--- config.mk ---
export PLATFORM = sky130hd
export DESIGN_NAME = modular_exponentiation_top_flat
export DESIGN_NICKNAME = d
export VERILOG_FILES = /design/src/mexp_pkg.sv /design/src/mexp_ifs.sv /design/src/modular_exponentiation_top.sv /design/src/mexp_addmod.sv /design/src/mexp_core.sv /design/src/flat_wrapper.sv
export SDC_FILE = /design/constraint.sdc
export NUM_CORES = 1
export LEC_CHECK = 0
export ABC_AREA = 0
export BUFFER_PORTS_ARGS = -buffer_cell sky130_fd_sc_hd__buf_2
export CELL_PAD_IN_SITES_DETAIL_PLACEMENT = 1
export CELL_PAD_IN_SITES_GLOBAL_PLACEMENT = 1
export CORE_ASPECT_RATIO = 0.75
export CORE_UTILIZATION = 43
export DETAILED_ROUTE_END_ITERATION = 6
export PLACE_DENSITY = 0.8
export SLEW_MARGIN = 20
export SYNTH_ARGS = -nofsm -noshare
export SYNTH_HDL_FRONTEND = slang
export SYNTH_HIERARCHICAL = 1
export SYNTH_SLANG_ARGS = --single-unit
--- constraint.sdc ---
create_clock -name i_clk -period 6.34 [get_ports i_clk]
set_clock_uncertainty 0.2 [all_clocks]
set_input_delay 0.951 -clock i_clk [delete_from_list [all_inputs] [get_ports i_clk]]
set_output_delay 0.951 -clock i_clk [all_outputs]
set_load 0.02 [all_outputs]
--- src/mexp_pkg.sv ---
// Shared types and constants for the modular exponentiation block.
// No dependencies; every other file of the block uses this package.
package mexp_pkg;

    localparam int WIDTH         = 32;
    localparam int CNT_W         = $clog2(WIDTH);
    localparam int MODULUS_RESET = 17;

    typedef enum logic [2:0] {
        S_IDLE,
        S_REDUCE,
        S_CHECK,
        S_DBL,
        S_ADD,
        S_DONE
    } t_state;

    typedef enum logic {
        OP_ACC,
        OP_SQUARE
    } t_op;

    typedef struct packed {
        logic             done;
        logic [WIDTH-1:0] result;
    } t_core_status;

endpackage

--- src/mexp_ifs.sv ---
// Valid/ready channel interfaces for operands and results.
// Depends on mexp_pkg for the word width.
interface mexp_in_if;
    logic                       valid;
    logic                       ready;
    logic [mexp_pkg::WIDTH-1:0] base_value;
    logic [mexp_pkg::WIDTH-1:0] exponent;

    modport source (output valid, output base_value, output exponent, input ready);
    modport sink   (input valid, input base_value, input exponent, output ready);
endinterface

interface mexp_out_if;
    logic                       valid;
    logic                       ready;
    logic [mexp_pkg::WIDTH-1:0] power_result;

    modport source (output valid, output power_result, input ready);
    modport sink   (input valid, input power_result, output ready);
endinterface

--- src/modular_exponentiation_top.sv ---
// Modular exponentiation: power_result = base_value ** exponent mod modulus, with
// right-to-left square-and-multiply over one shared modular adder. One transaction
// is in flight at a time; the input channel is ready only while the core is idle.
// After acceptance the base is first reduced against the modulus, one bit per step;
// then each set exponent bit costs a modular product into the accumulator, and each
// exponent bit up to the highest set one costs a squaring of the base. Each modular
// product runs a doubling step and an add step per multiplier bit.
// An exponent of zero returns 1; a modulus of zero returns 0 at once. The result
// sits in an output register, so the next transaction may start while it waits.
// Depends on mexp_pkg, mexp_ifs, mexp_core and mexp_addmod.
module modular_exponentiation_top (
    input  logic                       i_clk,
    input  logic                       i_rst_n,
    mexp_in_if.sink                    i_in,
    mexp_out_if.source                 o_out,
    input  logic                       i_cfg_we,
    input  logic [mexp_pkg::WIDTH-1:0] i_cfg_wdata
);
    logic [mexp_pkg::WIDTH-1:0] r_modulus;
    logic                       r_ovalid, n_ovalid;
    logic [mexp_pkg::WIDTH-1:0] r_odata;

    mexp_pkg::t_core_status core_status;
    logic                   core_ready;
    logic                   take;

    assign take = core_status.done && (!r_ovalid || o_out.ready);

    mexp_core u_core (
        .i_clk     (i_clk),
        .i_rst_n   (i_rst_n),
        .i_start   (i_in.valid && core_ready),
        .i_base    (i_in.base_value),
        .i_exp     (i_in.exponent),
        .i_modulus (r_modulus),
        .i_take    (take),
        .o_ready   (core_ready),
        .o_status  (core_status)
    );

    assign i_in.ready         = core_ready;
    assign o_out.valid        = r_ovalid;
    assign o_out.power_result = r_odata;

    always_comb begin
        n_ovalid = r_ovalid;
        if (take) begin
            n_ovalid = 1'b1;
        end else if (o_out.ready) begin
            n_ovalid = 1'b0;
        end
    end

    always_ff @(posedge i_clk) begin
        if (!i_rst_n) begin
            r_modulus <= mexp_pkg::WIDTH'(mexp_pkg::MODULUS_RESET);
            r_ovalid  <= 1'b0;
        end else begin
            r_ovalid <= n_ovalid;
            if (i_cfg_we) begin
                r_modulus <= i_cfg_wdata;
            end
        end
        if (take) begin
            r_odata <= core_status.result;
        end
    end

endmodule

--- src/mexp_addmod.sv ---
// Shared modular adder: (x + y + cin) reduced once against the modulus.
// Callers keep x + y + cin below twice the modulus. Depends on mexp_pkg.
module mexp_addmod (
    input  logic [mexp_pkg::WIDTH-1:0] i_x,
    input  logic [mexp_pkg::WIDTH-1:0] i_y,
    input  logic                       i_cin,
    input  logic [mexp_pkg::WIDTH-1:0] i_mod,
    output logic [mexp_pkg::WIDTH-1:0] o_sum
);
    logic [mexp_pkg::WIDTH:0] sum_raw;
    logic [mexp_pkg::WIDTH:0] sum_sub;

    assign sum_raw = {1'b0, i_x} + {1'b0, i_y} + {{mexp_pkg::WIDTH{1'b0}}, i_cin};
    assign sum_sub = sum_raw - {1'b0, i_mod};
    assign o_sum   = (sum_raw >= {1'b0, i_mod}) ? sum_sub[mexp_pkg::WIDTH-1:0]
                                                : sum_raw[mexp_pkg::WIDTH-1:0];
endmodule

--- src/mexp_core.sv ---
// Sequencer for square-and-multiply around one shared modular adder.
// Depends on mexp_pkg and mexp_addmod.
module mexp_core (
    input  logic                       i_clk,
    input  logic                       i_rst_n,
    input  logic                       i_start,
    input  logic [mexp_pkg::WIDTH-1:0] i_base,
    input  logic [mexp_pkg::WIDTH-1:0] i_exp,
    input  logic [mexp_pkg::WIDTH-1:0] i_modulus,
    input  logic                       i_take,
    output logic                       o_ready,
    output mexp_pkg::t_core_status     o_status
);
    localparam int W = mexp_pkg::WIDTH;
    localparam int C = mexp_pkg::CNT_W;

    mexp_pkg::t_state r_state, n_state;
    mexp_pkg::t_op    r_op, n_op;
    logic [W-1:0]     r_mod, n_mod;
    logic [W-1:0]     r_acc, n_acc;
    logic [W-1:0]     r_base, n_base;
    logic [W-1:0]     r_exp, n_exp;
    logic [W-1:0]     r_prod, n_prod;
    logic [W-1:0]     r_mplier, n_mplier;
    logic [C-1:0]     r_cnt, n_cnt;

    logic [W-1:0] add_y;
    logic         add_cin;
    logic [W-1:0] add_sum;
    logic         last;

    assign last = (r_cnt == C'(W - 1));

    // Doubling and division steps add prod to itself; the add step brings in the base
    always_comb begin
        add_y   = r_prod;
        add_cin = 1'b0;
        case (r_state)
            mexp_pkg::S_REDUCE: add_cin = r_mplier[W-1];
            mexp_pkg::S_ADD:    add_y   = r_mplier[W-1] ? r_base : '0;
            default:            add_y   = r_prod;
        endcase
    end

    mexp_addmod u_addmod (
        .i_x   (r_prod),
        .i_y   (add_y),
        .i_cin (add_cin),
        .i_mod (r_mod),
        .o_sum (add_sum)
    );

    always_comb begin
        n_state = r_state;
        case (r_state)
            mexp_pkg::S_IDLE: begin
                if (i_start) begin
                    n_state = (i_modulus == '0) ? mexp_pkg::S_DONE : mexp_pkg::S_REDUCE;
                end
            end
            mexp_pkg::S_REDUCE: begin
                if (last) begin
                    n_state = mexp_pkg::S_CHECK;
                end
            end
            mexp_pkg::S_CHECK: begin
                n_state = (r_exp == '0) ? mexp_pkg::S_DONE : mexp_pkg::S_DBL;
            end
            mexp_pkg::S_DBL: begin
                n_state = mexp_pkg::S_ADD;
            end
            mexp_pkg::S_ADD: begin
                if (last && r_op == mexp_pkg::OP_SQUARE) begin
                    n_state = mexp_pkg::S_CHECK;
                end else begin
                    n_state = mexp_pkg::S_DBL;
                end
            end
            mexp_pkg::S_DONE: begin
                if (i_take) begin
                    n_state = mexp_pkg::S_IDLE;
                end
            end
            default: n_state = mexp_pkg::S_IDLE;
        endcase
    end

    always_comb begin
        n_op     = r_op;
        n_mod    = r_mod;
        n_acc    = r_acc;
        n_base   = r_base;
        n_exp    = r_exp;
        n_prod   = r_prod;
        n_mplier = r_mplier;
        n_cnt    = r_cnt;
        case (r_state)
            mexp_pkg::S_IDLE: begin
                if (i_start) begin
                    n_mod    = i_modulus;
                    n_exp    = i_exp;
                    n_mplier = i_base;
                    n_prod   = '0;
                    n_cnt    = '0;
                    n_acc    = (i_modulus == '0) ? '0 : W'(1);
                end
            end
            mexp_pkg::S_REDUCE: begin
                // restoring remainder: shift in one base bit per cycle
                n_prod   = add_sum;
                n_mplier = {r_mplier[W-2:0], 1'b0};
                n_cnt    = r_cnt + 1'b1;
                if (last) begin
                    n_base = add_sum;
                end
            end
            mexp_pkg::S_CHECK: begin
                if (r_exp != '0) begin
                    n_op     = r_exp[0] ? mexp_pkg::OP_ACC : mexp_pkg::OP_SQUARE;
                    n_mplier = r_exp[0] ? r_acc : r_base;
                    n_prod   = '0;
                    n_cnt    = '0;
                end
            end
            mexp_pkg::S_DBL: begin
                n_prod = add_sum;
            end
            mexp_pkg::S_ADD: begin
                n_prod   = add_sum;
                n_mplier = {r_mplier[W-2:0], 1'b0};
                n_cnt    = r_cnt + 1'b1;
                if (last) begin
                    if (r_op == mexp_pkg::OP_ACC) begin
                        // multiply done; square the base next
                        n_acc    = add_sum;
                        n_op     = mexp_pkg::OP_SQUARE;
                        n_mplier = r_base;
                        n_prod   = '0;
                        n_cnt    = '0;
                    end else begin
                        n_base = add_sum;
                        n_exp  = {1'b0, r_exp[W-1:1]};
                    end
                end
            end
            default: begin
                n_prod = r_prod;
            end
        endcase
    end

    always_comb begin
        o_ready         = (r_state == mexp_pkg::S_IDLE);
        o_status.done   = (r_state == mexp_pkg::S_DONE);
        o_status.result = r_acc;
    end

    always_ff @(posedge i_clk) begin
        if (!i_rst_n) begin
            r_state <= mexp_pkg::S_IDLE;
        end else begin
            r_state <= n_state;
        end
        r_op     <= n_op;
        r_mod    <= n_mod;
        r_acc    <= n_acc;
        r_base   <= n_base;
        r_exp    <= n_exp;
        r_prod   <= n_prod;
        r_mplier <= n_mplier;
        r_cnt    <= n_cnt;
    end

    a_prod_reduced: assert property (@(posedge i_clk) disable iff (!i_rst_n)
        (r_state == mexp_pkg::S_REDUCE || r_state == mexp_pkg::S_DBL ||
         r_state == mexp_pkg::S_ADD) |-> (r_prod < r_mod))
        else $error("partial product not below modulus");

    a_base_reduced: assert property (@(posedge i_clk) disable iff (!i_rst_n)
        (r_state == mexp_pkg::S_DBL || r_state == mexp_pkg::S_ADD) |-> (r_base < r_mod))
        else $error("multiplicand not reduced");

    a_finish: assert property (@(posedge i_clk) disable iff (!i_rst_n)
        (r_state == mexp_pkg::S_CHECK && r_exp == '0) |=> (r_state == mexp_pkg::S_DONE))
        else $error("exhausted exponent did not finish");

    a_release: assert property (@(posedge i_clk) disable iff (!i_rst_n)
        (r_state == mexp_pkg::S_DONE && i_take) |=> (r_state == mexp_pkg::S_IDLE))
        else $error("core held after result taken");

endmodule
--- src/flat_wrapper.sv ---
// flat-port wrapper written by rule: the top's interface ports become plain ports
module modular_exponentiation_top_flat 
  (i_clk, i_rst_n, i_cfg_we, i_cfg_wdata, i_in_valid, i_in_base_value, i_in_exponent, i_in_ready, o_out_valid, o_out_power_result, o_out_ready);
  mexp_in_if i_in_i ();
  mexp_out_if o_out_i ();
  input  logic i_clk;
  input  logic i_rst_n;
  input  logic i_cfg_we;
  input  logic [mexp_pkg::WIDTH-1:0] i_cfg_wdata;
  input wire logic [$bits(i_in_i.valid)-1:0] i_in_valid;
  input wire logic [$bits(i_in_i.base_value)-1:0] i_in_base_value;
  input wire logic [$bits(i_in_i.exponent)-1:0] i_in_exponent;
  output wire logic [$bits(i_in_i.ready)-1:0] i_in_ready;
  output wire logic [$bits(o_out_i.valid)-1:0] o_out_valid;
  output wire logic [$bits(o_out_i.power_result)-1:0] o_out_power_result;
  input wire logic [$bits(o_out_i.ready)-1:0] o_out_ready;
  assign i_in_i.valid = i_in_valid;
  assign i_in_i.base_value = i_in_base_value;
  assign i_in_i.exponent = i_in_exponent;
  assign i_in_ready = i_in_i.ready;
  assign o_out_valid = o_out_i.valid;
  assign o_out_power_result = o_out_i.power_result;
  assign o_out_i.ready = o_out_ready;
  modular_exponentiation_top u_core (.i_clk(i_clk), .i_rst_n(i_rst_n), .i_in(i_in_i), .o_out(o_out_i), .i_cfg_we(i_cfg_we), .i_cfg_wdata(i_cfg_wdata));
endmodule
; Word-level counts from Yosys, hierarchy flattened
; Cells that the tools add are included.
[totals]
reg_bits = 266
input_bits = 101
output_inout_bits = 34
word_cells = 100
[op_classes]
add_sub_neg = 4
magnitude_cmp = 1
eq_ne = 13
n_mux = 46
n_reduce_logical = 24
[op_table]
columns = operator, count
row1 = 32-bit 2-to-1 mux, 21
row2 = 32-bit one-hot mux with 4 select lines, 2
row3 = 32-bit one-hot mux with 2 select lines, 3
row4 = 32-bit logical NOT, 2
row5 = 32-bit by 32-bit adder with 33-bit output, 1
row6 = 33-bit by 1-bit adder with 33-bit output, 1
row7 = 33-bit by 32-bit >= comparator with 1-bit output, 1
row8 = 32-bit nonzero test, 1
row9 = 32-bit subtractor, 1
row10 = 5-bit 2-to-1 mux, 4
row11 = 5-bit one-hot mux with 4 select lines, 1
row12 = 3-bit one-hot mux with 6 select lines, 1
row13 = 3-bit 2-to-1 mux, 5
row14 = 2-bit != test (second input constant), 7
row15 = 3-bit AND reduction, 4
row16 = 4-bit AND reduction, 3
row17 = 1-bit 2-to-1 mux, 8
row18 = 2-bit nonzero test, 4
row19 = 4-bit nonzero test, 2
row20 = 3-bit by 2-bit equality test with 1-bit output (second input constant), 2
row21 = 3-bit equality test (second input constant), 2
row22 = 5-bit by 1-bit adder with 5-bit output (second input constant), 1
row23 = 5-bit equality test (second input constant), 1
row24 = 3-bit by 1-bit equality test with 1-bit output (second input constant), 1
row25 = other kinds (7), 9

; Logic depth before layout (Yosys ltp)
; Gate-level depths: netlist of run 1.
[logic_depth]
word_depth = 9
mapped_depth = 29
depth_no_buf = 24

; By module
; The synthesis of run 1 kept the hierarchy.
[modules_own_cells]
columns = mod, n_inst, cells_per_inst, area_each_um2, seq_area_each_um2
row1 = mexp_core, 1, 759, 8986.1, 6005.8
row2 = mexp_addmod, 1, 573, 4149.0, 0.0
row3 = modular_exponentiation_top, 1, 140, 2247.2, 1621.6

; Worst setup path after synthesis of run 1
; Ideal clock, no wire load.
[synth_path]
path_kind = reg-to-reg
from = reg u_core.u_core.r_state[1]
to = reg u_core.u_core.r_cnt[0], enable pin
setup_ps = 560
arrival_ps = 5457
t_required_ps = 5580
slack_ps = 123
path_stages_with_launch = 6
n_path_buf = 3
synth_period_minus_slack_ps = 6217
cell_sequence = dfxtp_1 > buf_2 > clkbuf_1 > buf_1 > o21ai_0 > o311ai_0
[synth_via]
elab_chain_len = 4
elab_cells_between_ends = 9
cone_classes = eq/ne: 5 / reduce/logical: 4
[synth_rtl]
columns = element, line
row1 = start: declaration, mexp_core.sv:17  ; mexp_pkg::t_state r_state, n_state;
row2 = start signal: assignment, mexp_core.sv:160  ; r_state <= mexp_pkg::S_IDLE;
row3 = start signal: assignment, mexp_core.sv:162  ; r_state <= n_state;
row4 = 3-bit logical NOT, "mexp_core.sv:97, mexp_core.sv:153"
row5 = 1-bit logical AND, modular_exponentiation_top.sv:32  ; .i_start (i_in.valid && core_ready),
row6 = 2-bit != test (no line), n/a
row7 = 3-bit AND reduction (no line) (*), n/a
row8 = end signal: assignment, mexp_core.sv:171  ; r_cnt <= n_cnt;
row9 = end: declaration, mexp_core.sv:25  ; logic [C-1:0] r_cnt, n_cnt;
; Every way passes the cells marked *; elsewhere a longest branch is shown, timed or not.
; A chain may end at the register's enable or synchronous reset.

; Worst setup path in the final report of run 1
[layout_path]
from = reg u_core.u_core.r_state[2]
to = reg u_core.u_core.r_prod[3], data pin
[layout_via]
elab_chain_len = 9
elab_cells_between_ends = 16
cone_classes = add/sub: 3 / order compare: 1 / eq/ne: 4 / mux: 6 / reduce/logical: 2
[layout_rtl]
columns = element, line
row1 = 3-bit equality test (*), mexp_core.sv:38  ; case (r_state)
row2 = 32-bit 2-to-1 mux (*), mexp_core.sv:38
row3 = net u_core.u_core.add_y[0], mexp_core.sv:27  ; logic [W-1:0] add_y;
row4 = 32-bit by 32-bit adder with 33-bit output (*), mexp_addmod.sv:13  ; assign sum_raw = {1'b0, i_x} + {1'b0, i_y} + {{mexp_pkg::WIDTH{1'b0}}, i_cin};
row5 = 33-bit by 1-bit adder with 33-bit output (*), mexp_addmod.sv:13
row6 = 32-bit subtractor / 33-bit by 32-bit >= comparator with 1-bit output (equally long branches), "mexp_addmod.sv:14, mexp_addmod.sv:15"
row7 = 32-bit 2-to-1 mux (*), mexp_addmod.sv:15  ; assign o_sum = (sum_raw >= {1'b0, i_mod}) ? sum_sub[mexp_pkg::WIDTH-1:0]
row8 = net u_core.u_core.add_sum[3], mexp_core.sv:29  ; logic [W-1:0] add_sum;
row9 = 32-bit 2-to-1 mux, mexp_core.sv:133  ; if (r_op == mexp_pkg::OP_ACC) begin
row10 = 32-bit 2-to-1 mux, mexp_core.sv:132  ; if (last) begin
row11 = 32-bit one-hot mux with 4 select lines (*), mexp_core.sv:97  ; case (r_state)
row12 = net u_core.u_core.n_prod[3], mexp_core.sv:23  ; logic [W-1:0] r_prod, n_prod;
row13 = end signal: assignment, mexp_core.sv:169  ; r_prod <= n_prod;
row14 = end: declaration, mexp_core.sv:23
; Mark *: on every way through the listed nets, which the timed path passes. The rest lies on a longest branch.

==> flow_summary.yaml, run 1 <==
routing:
  drt_wl_total_mm: 45.6
  vias_per_cell: 5.69
  num_vias: 11900
  ant_nets: 0
  wl_per_cell_um: 21.8
  drt_iter0_drc: 1077
  drcViolationCount: 13
  first_pass_iters: 7
critical_path:
  cp_data_arrival_time_ns: 6.30
  required_ns: 6.47
  worstPathMaxFanout: 12
  path_class: "reg -> reg"
  cp-start-kind: "flip-flop"
  end_kind: "flip-flop"
floorplan:
  start_util: 0.441
  die_w_um: 220
  rows: 59
  boundaryPins: 135
  die-area_um2: 36500
  die_y_um: 166
  core_area_um2: 34900
timing:
  maxSlewViolCount: 0
  setup_viol: 0
  layout_min_cycle_time_ns: 6.17
  hold_violations: 0
  tightest_slew_ns: 1.04
  period_share: 0.973
  relSlewSlack: 0.308
  max_freq_mhz: 162
synthesis:
  synth_area_per_cell_um2: 10.4
  netlist_area_um2: 15400
  ys_seq_area_frac: 0.496
  ys_ff_latch: 266
  synthArstFlopShare: 0
  synth_enable_flop_cells: 230
  syn_inst: 1472
  synth_fp_nets: 1641
  ys_types: 77
  synthFlopType: "edfxtp_1"
  ys_warn_count: 6
clocking:
  h-tree-depth: 1
  cts_tree: "built"
  cts_buffer_depth: 3
  numClockSinks: 266
  cts_root_buf: "clkbuf_16"
  clkLatencyLatePin_ns: 0.59
  clkTransAtPathRegs_ns: 0.07
  cts_buffers: 28
placed_design:
  place.gp.congestion: 0.917
  place_area_um2: 16700
  hpwl_mm: 33.8
  port_buffers: 134
job:
  drv_cap: 0
global_route:
  antenna_found_initial: 1
  grt_pass1_wl_mm: 70.7
  track_usage: 0.249
  grt_overflow: 0
  first_global_vias: 12300
  grt_start_max_net_pins: 64
final_layout:
  syn_to_final_growth_pct: 16.0
  nNetsFinal: 1787
  antenna_cells: 0
  fin_area_um2: 17800
  drive_above_1_share: 0.195
outcome:
  outcome: "complete, but fails checks"
  violations: "DRC"
hold_path:
  min_path_type: "reg -> reg"
-- cell usage after synthesis (all sizes together), types with 35 or more instances --
| cell type | n | area share |
|---|---|---|
| nor2 | 40 | 0.0098 |
| a21oi | 70 | 0.023 |
| mux2i | 36 | 0.023 |
| nand2 | 276 | 0.068 |
| o21ai | 69 | 0.023 |
| nor3b | 35 | 0.017 |
| dfxtp | 36 | 0.047 |
| clkbuf | 55 | 0.014 |
| ha | 65 | 0.053 |
| nor2b | 44 | 0.018 |
| and2 | 103 | 0.042 |
| inv | 55 | 0.013 |
| edfxtp | 230 | 0.45 |
-- sequential cells by signal (all words and copies together) (netlist names) --
signal,flops
u_core/o_out.power_result,32
u_core/r_modulus,32
u_core/u_core/r_acc,32
u_core/u_core/r_base,32
u_core/u_core/r_exp,32
u_core/u_core/r_mod,32
u_core/u_core/r_mplier,32
u_core/u_core/r_prod,32
u_core/u_core/r_cnt,5
u_core/u_core/r_state,3
u_core/o_out.valid,1
u_core/u_core/r_op,1
-- routing by layer --
layer | track usage | part of all wire
met1 | 0.393 | 0.50
met2 | 0.356 | 0.42
met3 | 0.0480 | 0.071
met4 | 0.0384 | 0.012
met5 | 0 | 0.00020
-- kinds of logic (layout without fill, tap and decap cells) --
group | Yosys count | after routing | synth area share
AOI/OAI and AO/OA | 288 | 288 | 0.129
xor gates and xnor gates | 57 | 57 | 0.0325
adders and majority gates | 68 | 68 | 0.0568
buffers and inverters | 132 | 300 | 0.0403
DFF | 266 | 266 | 0.496
muxes | 66 | 66 | 0.0520
and+or+nand+nor | 595 | 595 | 0.193
-- stage by stage --
stage	utilization	TNS, ns	hold slack (ns)	setup slack (ns)	std cells
6_report	0.511	0	0.259	0.173	2097
3_3_place_gp	0.479	0	0.247	0.202	2042
4_1_cts	0.506	0	0.261	0.0597	2094
2_1_floorplan	-	0	0.226	0.123	1472
3_5_place_dp	0.479	0	0.253	0.113	2042
5_1_grt	0.511	-0.517	0.276	-0.0427	2097
-- final cells by class --
type | count | area (µm²)
clock buffers | 33 | 719
well taps | 457 | 572
fillers | 3866 | 17100
multi-input cells | 1074 | 7340
clock inverters | 19 | 213
inverters | 55 | 206
flip-flops and latches | 266 | 7630
repair buffers | 193 | 1160
-- what timing repair did --
action	CTS	global route
gates cloned	0	0
hold buffers	0	0
pin swaps	0	9
setup buffers	0	3
resized for setup	1	35
endpoints found under the setup margin	3	92
-- path summary, 6_finish.rpt --
check	from	endpoint	slack, ns	cells after the start
max	u_core/u_core/r_state[2]$_SDFFE_PN0P_	u_core/u_core/r_prod[3]$_DFFE_PP_	0.17	24
min	u_core/r_modulus[23]$_SDFFE_PN0P_	u_core/u_core/r_mod[23]$_DFFE_PP_	0.26	0
max reg2reg	u_core/u_core/r_state[2]$_SDFFE_PN0P_	u_core/u_core/r_prod[3]$_DFFE_PP_	0.17	24
min reg2reg	u_core/r_modulus[23]$_SDFFE_PN0P_	u_core/u_core/r_mod[23]$_DFFE_PP_	0.26	0
-- cell usage in the layout, fill, tap and decap left out, types with 5 or more instances in the layout --
| cell | n |
|---|---|
| buf_4 | 55 |
| nor4_1 | 18 |
| nor2b_1 | 42 |
| a31oi_1 | 7 |
| xor2_1 | 23 |
| nand4_1 | 16 |
| mux2i_1 | 35 |
| clkbuf_16 | 28 |
| xnor2_1 | 30 |
| clkbuf_1 | 5 |
| inv_1 | 55 |
| ha_1 | 61 |
| buf_2 | 134 |
| mux2_4 | 27 |
| o21a_1 | 12 |
| and3_1 | 8 |
| o31ai_1 | 6 |
| nand2b_1 | 9 |
| edfxtp_1 | 230 |
| nand3_1 | 19 |
| and2_1 | 102 |
| nor3b_1 | 35 |
| o21ai_0 | 63 |
| o32a_1 | 32 |
| nor2_1 | 38 |
| a211oi_1 | 9 |
| dfxtp_1 | 35 |
| a21oi_1 | 66 |
| a21o_1 | 23 |
| nand2_1 | 275 |
| o211ai_1 | 7 |
| nor3_1 | 13 |
-- worst max-delay path, cell delays in order, from the launching register on --
cell and delay, ns:
dfxtp_1 0.36, or3b_4 0.43, nand2_1 0.08, o21ai_1 0.08, fa_1 0.44, inv_1 0.09
fa_1 0.25, nor2b_4 0.05, o31a_1 0.25, o22a_2 0.28, a211oi_2 0.27, o31a_1 0.27
o31ai_2 0.10, xor2_1 0.36, ha_2 0.38, a21oi_2 0.16, inv_1 0.08, a31oi_2 0.24
a21oi_1 0.10, o21a_1 0.21, a2111oi_4 0.41, nand2_4 0.12, buf_12 0.17, mux2_4 0.34
and2_1 0.17
Power of run 1 is left out: the tool's default activity adds up to more than one toggle a clock period on the data nets, which glitch-free logic cannot reach.
==> inputs of run 2 (changes only) <==
Settings changed: PLACE_DENSITY 0.8 to default, PLACE_DENSITY_LB_ADDON from default to 0.15.
==> flow_summary.yaml, run 2 (synthesis results as in run 1) <==
job:
  drv_cap: 0
outcome:
  outcome: "complete, but fails checks"
  violations: "DRC"
global_route:
  grt_use_met2: 0.400
  grt_pass1_wl_mm: 68.6
  busiest_layer: "met2"
  antenna_found_initial: 0
  track_usage: 0.241
  first_global_vias: 12200
  grt.met1_usage: 0.331
  met3_usage: 0.0328
  grt_overflow: 0
  grt_start_max_net_pins: 64
routing:
  ant_nets: 0
  vias_per_cell: 5.58
  first_pass_iters: 7
  drcViolationCount: 6
  drt_iter0_drc: 678
  num_vias: 11800
  wl_per_cell_um: 21.0
  drt_wl_total_mm: 44.5
clocking:
  numClockSinks: 266
  cts_buffer_depth: 3
  clkLatencyLatePin_ns: 0.57
  h-tree-depth: 1
  cts_tree: "built"
  cts_root_buf: "clkbuf_16"
  cts_buffers: 28
  ctsHoldBuffers: 0
  clkTransAtPathRegs_ns: 0.06
critical_path:
  required_ns: 6.46
  cp_data_arrival_time_ns: 6.33
  r2r_cells: 25
  critPathLaunch: "u_core/u_core/r_state[2]$_SDFFE_PN0P_"
  r2r_slack_ns: 0.13
  reg2reg_to: "u_core/u_core/r_acc[9]$_SDFFCE_PN0P_"
  path_class: "reg -> reg"
  cp-start-kind: "flip-flop"
  rr_startpoint: "u_core/u_core/r_state[2]$_SDFFE_PN0P_"
  path_delay_family: "compound AO/OA/AOI/OAI gates"
  slowest_stage: "fa_1"
  end_kind: "flip-flop"
  path_buf_inv: 4
  worstPathMaxFanout: 11
  critical_path_depth: 25
  cp-endpoint: "u_core/u_core/r_acc[9]$_SDFFCE_PN0P_"
  crit_path_max_incr_delay_ns: 0.45
placed_design:
  place.gp.congestion: 0.873
  port_buffers: 134
  place_area_um2: 16800
  placed_cells: 2048
  hpwl_mm: 32.3
  place_ws_ns: 0.0426
timing:
  setup_viol: 0
  layout_min_cycle_time_ns: 6.21
  tightest_slew_ns: 0.973
  relSlewSlack: 0.351
  setup_ws_ns: 0.133
  hold_violations: 0
  maxSlewViolCount: 0
  period_share: 0.979
  max_freq_mhz: 161
final_layout:
  multi_input_area_um2: 7320
  drive_above_1_share: 0.199
  final_util: 0.514
  syn_to_final_growth_pct: 16.7
  antenna_cells: 0
  fin_cells: 2117
  seqCellArea_um2: 7630
  nNetsFinal: 1807
  mostFrequentLayoutCells: "nand2_1, edfxtp_1, buf_2, and2_1, buf_4"
  layout_commonest_cell: "nand2_1"
  fillers: 3871
  fin_area_um2: 17900
floorplan:
  rows: 59
  start_util: 0.441
  die_w_um: 220
  die-area_um2: 36500
  die_y_um: 166
  core_area_um2: 34900
  boundaryPins: 135
hold_path:
  min_path_type: "reg -> reg"
## run 2: cell types whose count changed in the layout (fill, tap and decap cells not counted), moves of 3 or more
cell and delta:
xnor2_1 +3, ha_1 +3, xnor2_2 -3, clkinvlp_4 -3, buf_4 +18, bufinv_16 -3
clkbuf_8 +8, ha_2 -3
## run 2: how the worst min path moves through the flow
stage / end / startpoint / depth (start not counted)
after floorplan: u_core/o_out.power_result[10]$_DFFE_PP_ / u_core/u_core/r_acc[10]$_SDFFCE_PN0P_ / 0
after global placement: u_core/o_out.power_result[5]$_DFFE_PP_ / u_core/u_core/r_acc[5]$_SDFFCE_PN0P_ / 0
after detailed placement: u_core/o_out.power_result[5]$_DFFE_PP_ / u_core/u_core/r_acc[5]$_SDFFCE_PN0P_ / 0
after CTS: u_core/o_out.power_result[5]$_DFFE_PP_ / u_core/u_core/r_acc[5]$_SDFFCE_PN0P_ / 0
after global routing: u_core/o_out.power_result[5]$_DFFE_PP_ / u_core/u_core/r_acc[5]$_SDFFCE_PN0P_ / 0
final: u_core/o_out.power_result[5]$_DFFE_PP_ / u_core/u_core/r_acc[5]$_SDFFCE_PN0P_ / 0
## run 2: layout make-up
cell class	count	area share
multi-input combinational	1074	0.408
clock buffer	44	0.0480
inverter	55	0.0115
sequential	266	0.425
clock inverter	8	0.00230
timing repair buffer	213	0.0733
tap	457	0.0319
## run 2: routing by layer
layer	up-vias	part of all wire
met5	-	0
met4	0	0.026
met3	62	0.039
met2	229	0.48
met1	5877	0.45
li1	5646	-
## run 2: repair_timing
action	4_1_cts	5_1_grt
gates resized for setup	0	28
setup buffers	0	16
endpoints found under the setup margin	0	91
## run 2: stage by stage
stage	hold WS, ns	setup TNS [ns]
CTS	0.256	0
detailed placement	0.240	0
global placement	0.240	0
floorplan	0.226	0
global route	0.263	-1.70
finish	0.258	0
Power of run 2 is left out for the same reason.
==> inputs of run 3 (changes only) <==
Settings changed: SETUP_SLACK_MARGIN from default to 0.15.
==> flow_summary.yaml, run 3 (synthesis results as in run 1) <==
clocking:
  cts_buffers: 29
  numClockSinks: 266
  clkTransAtPathRegs_ns: 0.06
  ctsHoldBuffers: 0
  cts_tree: "built"
  cts_buffer_depth: 3
  h-tree-depth: 1
  cts_root_buf: "clkbuf_16"
  clkLatencyLatePin_ns: 0.58
final_layout:
  mostFrequentLayoutCells: "nand2_1, edfxtp_1, buf_2, and2_1, a21oi_1"
  layout_commonest_cell: "nand2_1"
  drive_above_1_share: 0.199
  nNetsFinal: 1798
  antenna_cells: 0
  syn_to_final_growth_pct: 16.6
global_route:
  antenna_found_initial: 1
  grt_pass1_wl_mm: 70.8
  grt_start_max_net_pins: 65
  first_global_vias: 12100
  grt_overflow: 0
  track_usage: 0.252
placed_design:
  port_buffers: 134
  place.gp.congestion: 0.915
  hpwl_mm: 34.2
timing:
  setup_viol: 0
  finalSetupTns_ns: 0
  hold_violations: 0
  layout_min_cycle_time_ns: 5.95
  relSlewSlack: 0.271
  rsz0062_at_grt: "false"
  max_freq_mhz: 168
  tightest_slew_ns: 1.09
  period_share: 0.939
  maxSlewViolCount: 0
routing:
  drcViolationCount: 5
  wl_per_cell_um: 22.0
  first_pass_iters: 7
  ant_nets: 0
  drt_iter0_drc: 846
  drt_wl_total_mm: 46.4
  vias_per_cell: 5.64
  num_vias: 11900
floorplan:
  die_y_um: 166
  die_w_um: 220
  boundaryPins: 135
  die-area_um2: 36500
  start_util: 0.441
  rows: 59
  core_area_um2: 34900
critical_path:
  cp-start-kind: "flip-flop"
  r2r_slack_ns: 0.39
  cp_data_arrival_time_ns: 6.07
  end_kind: "flip-flop"
  worstPathMaxFanout: 5
  path_class: "reg -> reg"
  required_ns: 6.46
outcome:
  violations: "DRC"
  outcome: "complete, but fails checks"
hold_path:
  min_path_type: "reg -> reg"
job:
  drv_cap: 0
-- run 3: cell count changes in the layout (fill, tap and decap cells not counted), sizes merged --
cell	delta
clkbuf	-2
buf	-10
clkinv	+3
bufinv	+1
-- run 3: per-stage QoR --
stage	instance area (µm²)	setup WS (ns)	hold WS, ns	cells	utilization
after CTS	17700	0.160	0.251	2102	0.508
after floorplan	15400	0.250	0.226	1472	-
after detailed placement	16800	0.0253	0.239	2048	0.480
after global placement	16800	0.198	0.246	2048	0.480
after global routing	17900	0.111	0.268	2109	0.513
final	17900	0.389	0.246	2109	0.513
-- run 3: critical path, stage by stage (launching register included) --
cell	delay (ns)
dfxtp_1	0.33
or3b_4	0.44
nand2_1	0.10
o21ai_2	0.07
fa_2	0.38
inv_1	0.09
fa_2	0.23
nor2b_4	0.05
o31a_1	0.27
o22a_4	0.28
a41oi_4	0.27
nand2_1	0.11
xor2_1	0.35
ha_1	0.37
a21oi_1	0.23
nor2_1	0.08
a2111oi_0	0.42
buf_4	0.20
o21ai_0	0.10
a221oi_1	0.35
o31ai_1	0.14
xor2_1	0.16
mux2_2	0.32
and2_1	0.14
-- run 3: final cells by class --
class,instances,area [µm²]
repair buffers,203,1230
clock inverters,12,91.3
multi-input cells,1074,7360
well taps,457,572
fillers,3855,17000
inverters,55,206
flip-flops and latches,266,7630
clock buffers,42,847
-- run 3: what timing repair did --
action | in CTS | in global routing
gates resized for setup | 7 | 40
buffers inserted | 0 | 7
endpoints found under the setup margin | 67 | 96
endpoints found under the hold margin | 0 | 0
pin swaps | 0 | 9
-- run 3: routing by layer --
layer / share of wire / GRT usage
met5: 0 / 0
met1: 0.47 / 0.357
met4: 0.026 / 0.0654
met2: 0.47 / 0.407
met3: 0.040 / 0.0317
-- run 3: final timing paths --
check	start	endpoint	cells past startpoint
max	u_core/u_core/r_state[0]$_SDFFE_PN0P_	u_core/u_core/r_acc[31]$_SDFFCE_PN0P_	23
min	u_core/u_core/r_acc[2]$_SDFFCE_PN0P_	u_core/o_out.power_result[2]$_DFFE_PP_	0
max reg2reg	u_core/u_core/r_state[0]$_SDFFE_PN0P_	u_core/u_core/r_acc[31]$_SDFFCE_PN0P_	23
min reg2reg	u_core/u_core/r_acc[2]$_SDFFCE_PN0P_	u_core/o_out.power_result[2]$_DFFE_PP_	0
Power of run 3 is left out for the same reason.
